## src/rtl/core/scc_pkg.sv

```systemverilog
// Package with the shared constants, payload types and control structs of the coverage counter.
`default_nettype none

package scc_pkg;

	// Grid geometry and coverage counter size.
	localparam int unsigned GRID_DIM  = 1024;
	localparam int unsigned CELL_BITS = 4;
	localparam int unsigned CELLS     = GRID_DIM * GRID_DIM;
	localparam int unsigned ADDR_W    = $clog2(CELLS);

	// Fixed field widths.
	localparam int unsigned COORD_W = 10;
	localparam int unsigned HOT_W   = 21;
	localparam int unsigned THR_W   = 4;
	localparam int unsigned KIND_W  = 2;
	localparam int unsigned DIR_W   = 2;

	// Width that holds both a cell value plus one and any threshold.
	localparam int unsigned CMP_W = ((CELL_BITS > THR_W) ? CELL_BITS : THR_W) + 1;

	localparam logic [CELL_BITS-1:0] CELL_MAX = '1;
	localparam logic [HOT_W-1:0]     HOT_MAX  = '1;

	// Result kinds.
	localparam logic [KIND_W-1:0] KIND_AXIS    = 2'd0;
	localparam logic [KIND_W-1:0] KIND_DIAG    = 2'd1;
	localparam logic [KIND_W-1:0] KIND_IGNORED = 2'd2;
	localparam logic [KIND_W-1:0] KIND_CLEARED = 2'd3;

	// Item actions.
	localparam logic ACT_DRAW  = 1'b0;
	localparam logic ACT_CLEAR = 1'b1;

	// Per-axis step direction.
	localparam logic [DIR_W-1:0] DIR_HOLD = 2'd0;
	localparam logic [DIR_W-1:0] DIR_INC  = 2'd1;
	localparam logic [DIR_W-1:0] DIR_DEC  = 2'd2;

	// Configuration register indexes.
	localparam int unsigned CFG_IDX_W  = 1;
	localparam int unsigned CFG_DATA_W = 4;
	localparam logic [CFG_IDX_W-1:0] CFG_DIAG_EN   = 1'd0;
	localparam logic [CFG_IDX_W-1:0] CFG_THRESHOLD = 1'd1;

	// Input item.
	typedef struct packed {
		logic               action;
		logic [COORD_W-1:0] start_x;
		logic [COORD_W-1:0] start_y;
		logic [COORD_W-1:0] end_x;
		logic [COORD_W-1:0] end_y;
	} seg_item_t;

	// Result item.
	typedef struct packed {
		logic [HOT_W-1:0]  hot_cells;
		logic [KIND_W-1:0] segment_kind;
	} res_item_t;

	// Commands from the controller to the datapath.
	typedef struct packed {
		logic load;
		logic clr_step;
		logic draw_step;
		logic res_load;
	} scc_cmd_t;

	// Status from the datapath to the controller.
	typedef struct packed {
		logic item_clear;
		logic item_ignored;
		logic clr_last;
		logic draw_last;
	} scc_stat_t;

endpackage

`default_nettype wire

```

## src/rtl/core/scc_ctrl.sv

```systemverilog
// Controller state machine: item sequencing, clear sweeps and result handoff.
`default_nettype none

module scc_ctrl import scc_pkg::*; (
	input  wire logic      clk,
	input  wire logic      arst_n,
	input  wire logic      seg_valid,
	output logic           seg_stall,
	output logic           res_valid,
	input  wire logic      res_stall,
	input  wire scc_stat_t stat,
	output scc_cmd_t       cmd
);

	localparam logic [2:0] S_BOOT  = 3'd0;
	localparam logic [2:0] S_IDLE  = 3'd1;
	localparam logic [2:0] S_CLEAR = 3'd2;
	localparam logic [2:0] S_DRAW  = 3'd3;
	localparam logic [2:0] S_DRAIN = 3'd4;
	localparam logic [2:0] S_DONE  = 3'd5;

	logic [2:0] state_q, state_d;
	logic       res_valid_q;
	logic       accept;
	logic       res_free;

	assign seg_stall = (state_q != S_IDLE);
	assign accept    = seg_valid && (state_q == S_IDLE);
	assign res_free  = !res_valid_q || !res_stall;
	assign res_valid = res_valid_q;

	// Next state and datapath commands.
	always_comb begin
		state_d       = state_q;
		cmd           = '0;
		cmd.load      = accept;
		unique case (state_q)
			S_BOOT: begin
				cmd.clr_step = 1'b1;
				if (stat.clr_last) begin
					state_d = S_IDLE;
				end
			end
			S_IDLE: begin
				if (accept) begin
					if (stat.item_clear) begin
						state_d = S_CLEAR;
					end else if (stat.item_ignored) begin
						state_d = S_DONE;
					end else begin
						state_d = S_DRAW;
					end
				end
			end
			S_CLEAR: begin
				cmd.clr_step = 1'b1;
				if (stat.clr_last) begin
					state_d = S_DONE;
				end
			end
			S_DRAW: begin
				cmd.draw_step = 1'b1;
				if (stat.draw_last) begin
					state_d = S_DRAIN;
				end
			end
			S_DRAIN: begin
				state_d = S_DONE;
			end
			S_DONE: begin
				if (res_free) begin
					cmd.res_load = 1'b1;
					state_d      = S_IDLE;
				end
			end
			default: begin
				state_d = S_IDLE;
			end
		endcase
	end

	// State register; reset starts with a sweep of the whole grid.
	always_ff @(posedge clk or negedge arst_n) begin
		if (!arst_n) begin
			state_q <= S_BOOT;
		end else begin
			state_q <= state_d;
		end
	end

	// Result valid: set on a load, dropped after its transfer.
	always_ff @(posedge clk or negedge arst_n) begin
		if (!arst_n) begin
			res_valid_q <= 1'b0;
		end else if (cmd.res_load) begin
			res_valid_q <= 1'b1;
		end else if (!res_stall) begin
			res_valid_q <= 1'b0;
		end
	end

endmodule

`default_nettype wire

```

## config.mk

```make
export PLATFORM = sky130hd
export DESIGN_NAME = scc_ctrl
export DESIGN_NICKNAME = d
export VERILOG_FILES = /design/src/rtl/core/scc_pkg.sv /design/src/rtl/core/scc_ctrl.sv
export SDC_FILE = /design/constraint.sdc
export NUM_CORES = 1
export LEC_CHECK = 0
export BUFFER_PORTS_ARGS = -buffer_cell sky130_fd_sc_hd__buf_2
export CAP_MARGIN = 20
export CORE_AREA = 5 5 42 44
export DETAILED_ROUTE_END_ITERATION = 16
export DIE_AREA = 0 0 47 49
export SLEW_MARGIN = 5
export SYNTH_ARGS = -nofsm -noshare
export SYNTH_HDL_FRONTEND = slang
export SYNTH_SLANG_ARGS = --single-unit
```

## constraint.sdc

```tcl
create_clock -name clk -period 2.92 [get_ports clk]
set_clock_uncertainty 0.1 [all_clocks]
set_input_delay 0.584 -clock clk [delete_from_list [all_inputs] [get_ports clk]]
set_output_delay 0.584 -clock clk [all_outputs]
set_load 0.05 [all_outputs]
```

# Word level (Yosys, flattened, before mapping)
# Cells that the tools add are included.
totals:
  ff_bits: 4
  output_inout_bits: 6
  wordCells: 35
op_classes:
  eq_ne: 12
  muxes: 14
  reduce_logical: 7
ops:
  columns: ["cell", "count"]
  rows:
  - ["3-bit two-way mux", 7]
  - ["3-bit case mux with 6 select lines", 1]
  - ["2-bit != test (second input constant)", 5]
  - ["3-bit by 2-bit == test with 1-bit output (second input constant)", 2]
  - ["3-bit == test (second input constant)", 2]
  - ["1-bit two-way mux", 6]
  - ["5-bit AND reduction", 1]
  - ["3-bit by 1-bit == test with 1-bit output (second input constant)", 1]
  - ["3-bit zero test", 1]
  - ["3-bit by 1-bit != test with 1-bit output (second input constant)", 1]
  - ["1-bit zero test", 2]
  - ["2-bit by 1-bit != test with 1-bit output (second input constant)", 1]
  - ["2-bit OR reduction", 1]
  - ["1-bit logical AND", 1]
  - ["1-bit logical OR", 1]

# Longest topological paths before layout
depth:
  depth_word: 5
  depth_mapped: 4
  mapped_depth_nobuf: 3

# Worst setup path after synthesis
# Ideal clock, no wire load.
synth_timing:
  path_kind: "register to output"
  start: "register res_valid_q, in the netlist res_valid"
  end: "output cmd[0] in the netlist's numbering"
  t_arrival_ps: 1401
  setup_slack_ps: 835
  stages_incl_launch_ff: 2
  path_buffers: 0
  cell_sequence: "dfrtp_1 > a21oi_1"
synth_lines:
  columns: ["item", "line", "source"]
  rows:
  - ["start, declared", "scc_ctrl.sv:23", "logic res_valid_q;"]
  - ["start signal, assigned", "scc_ctrl.sv:94", "res_valid_q <= 1'b0;"]
  - ["start signal, assigned", "scc_ctrl.sv:96", "res_valid_q <= 1'b1;"]
  - ["start signal, assigned", "scc_ctrl.sv:98", "res_valid_q <= 1'b0;"]
  - ["end, declared", "scc_ctrl.sv:12", "output scc_cmd_t cmd"]

==> metrics.txt <==
status complete, no violations; flops & latches, synth 4; worst vdd ir between 150 and 200 uV; CTS resizes 0; PwrDens approximately 1300 nW/um^2; share of layout cells above drive strength 1 0.422; I/O Buffers 13; Worst EP arrival 1470 ps; ANT cells 0; critical-path cell list or3b_1 -> nor2_2 -> buf_2; WS Path Type reg2out; routed via count approximately 260; relative slew slack 0.815; WP buf/inv 1; routed len/inst slightly above 10 um; largest area contributor in the netlist dfrtp_1; cells after synthesis 31; Die ar. ~2300 sq um; final hold violation count 0; Cell variety after synth 19; RePlAce Congestion 0.662; Max-Cap Viols 0; Worst Setup End Kind output port; clock-pin slew on the worst setup and hold paths ~40 ps; CTS Buffer Depth 2; chip width roughly 47 um; RSZ-0062 raised after global routing false; kind of start point of the critical path flip-flop; Tcrit/Tclk final 0.739; Post-CTS Hold Buffers 0; first-pass GRT wire length approximately 1 mm; DR iter-0 viols 3; initial core utilization 0.190; Crit-path slowest cell dfrtp_1; CTS Sinks 4; Lkg Pwr 0.180 nW; Max Fclk about 460 MHz; DRC 0; post-route minimum period roughly 2200 ps; Top delay family on crit path flip-flops; Die Height between 40 and 50 um; top cells by area, synth dfrtp_1 (38%), nand2_1 (8.5%), nand3b_1 (8.5%); Routed Antenna Nets 0; Clock Tree Root clkbuf_4; syn_nets 39; Synth Cell Area between 200 and 300 sq um; yosys warns 0; row cnt 14; post-layout total power around 470 uW; num ports 14; area delta synth->final 33.3%; routed wire length about 630 um; final setup fails 0; GRT Total Usage 0.0643; core area between 1000 and 1500 sq um; Crit Path Max Fanout 11; TNS Setup 0 ps; vias in the first global route around 250; Hold WC Path Type in2async; CTS tree built; Via density ~4.3; CTS buffer count 3; layout filler cell count around 160; final net count 55; Slew Viols, Final 0; Worst-Skew Late Latency 230 ps; worst path required time about 2200 ps; gr ovfl total 0; TritonRoute pass-1 iters 3; Yosys top cell area share 0.376; Worst Max-Slew Pin Slew around 280 ps; largest net degree at the start of global routing 12; post-CTS setup buffer count 0; Worst path max stage delay 490 ps; antenna violations before repair 0; H-Tree Depth 1; Syn Area/Cell between 8 and 9 sq um; register area share after synthesis 0.376
routing by layer:
layer  global-route usage  wire length [um]  up-vias
met5                    0                 0        -
li1                     -                 -      137
met2               0.0792               297        8
met4               0.0691                16        0
met1               0.0732               257      114
met3               0.0295                55        2
cells by family after synthesis:
family	after synthesis	synth area share
and+or+nand+nor	18	0.385
buffers and inverters	3	0.0845
AOI/OAI and AO/OA	6	0.155
DFF	4	0.376
flip-flops by register name (all words and copies together), names as in the netlist:
| register | flops |
|---|---|
| state_q | 3 |
| res_valid | 1 |
path summary, 6_finish.rpt:
path,slack [ps],endpoint,from,cells past startpoint
worst max register to register,1670,state_q[0],state_q[0],2
worst min-delay path,50,state_q[0],arst_n,1
worst max-delay path,760,cmd[3],state_q[0],3
min in group clk,410,res_valid,res_valid,2
worst min register to register,410,res_valid,res_valid,2
max in group asynchronous,2560,state_q[1],arst_n,1
worst reg2reg max path, cell delays in order (launching register included):
cell	delay (ps)
dfrtp_1	490
and2b_2	260
a311o_1	270
placed cells by master, fill, tap and decap left out, types with 2 or more instances in the layout:
cell	Yosys	layout
dfrtp_1	4	4
clkbuf_4	0	3
a21oi_1	2	2
nand2_1	6	6
nor2_1	2	2
buf_2	0	13
nand3b_1	3	3
layout make-up:
cell class	instances	area [sq um]	share of cell area
inverters	1	3.75	0.0106
well taps	16	20.0	0.0563
clock buffers	3	22.5	0.0634
multi-input cells	24	144	0.405
repair buffers	13	65.1	0.183
flip-flops and latches	4	100	0.282
power by group:
part | internal [mW] | leakage, nW | total [mW] | switching, mW
Sequential | 0.0812 | 0.0498 | 0.124 | 0.0432
Combinational | 0.0849 | 0.116 | 0.279 | 0.194
Clock | 0.0460 | 0.0138 | 0.0684 | 0.0224
through the flow:
step	utilization	worst slack, ps	hold WS [ps]	std cells	instance area (sq um)
2_1_floorplan	-	835	188	31	267
3_3_place_gp	0.238	1030	296	58	333
3_5_place_dp	0.238	1010	293	58	333
4_1_cts	0.254	751	39.9	61	355
5_1_grt	0.254	673	49.7	61	355
6_report	0.254	763	45.8	61	355
Yosys cell counts (all sizes together):
library cell / number
nand2: 6
inv: 1
and2: 1
dfrtp: 4
nor2: 3
and2b: 1
or3b: 1
a21oi: 2
a311o: 1
nor2b: 1
nand2b: 1
a31oi: 1
or3: 1
o32ai: 1
o22ai: 1
nand3b: 3
buf: 2
Note: power is estimated with default switching activity, not from simulation.
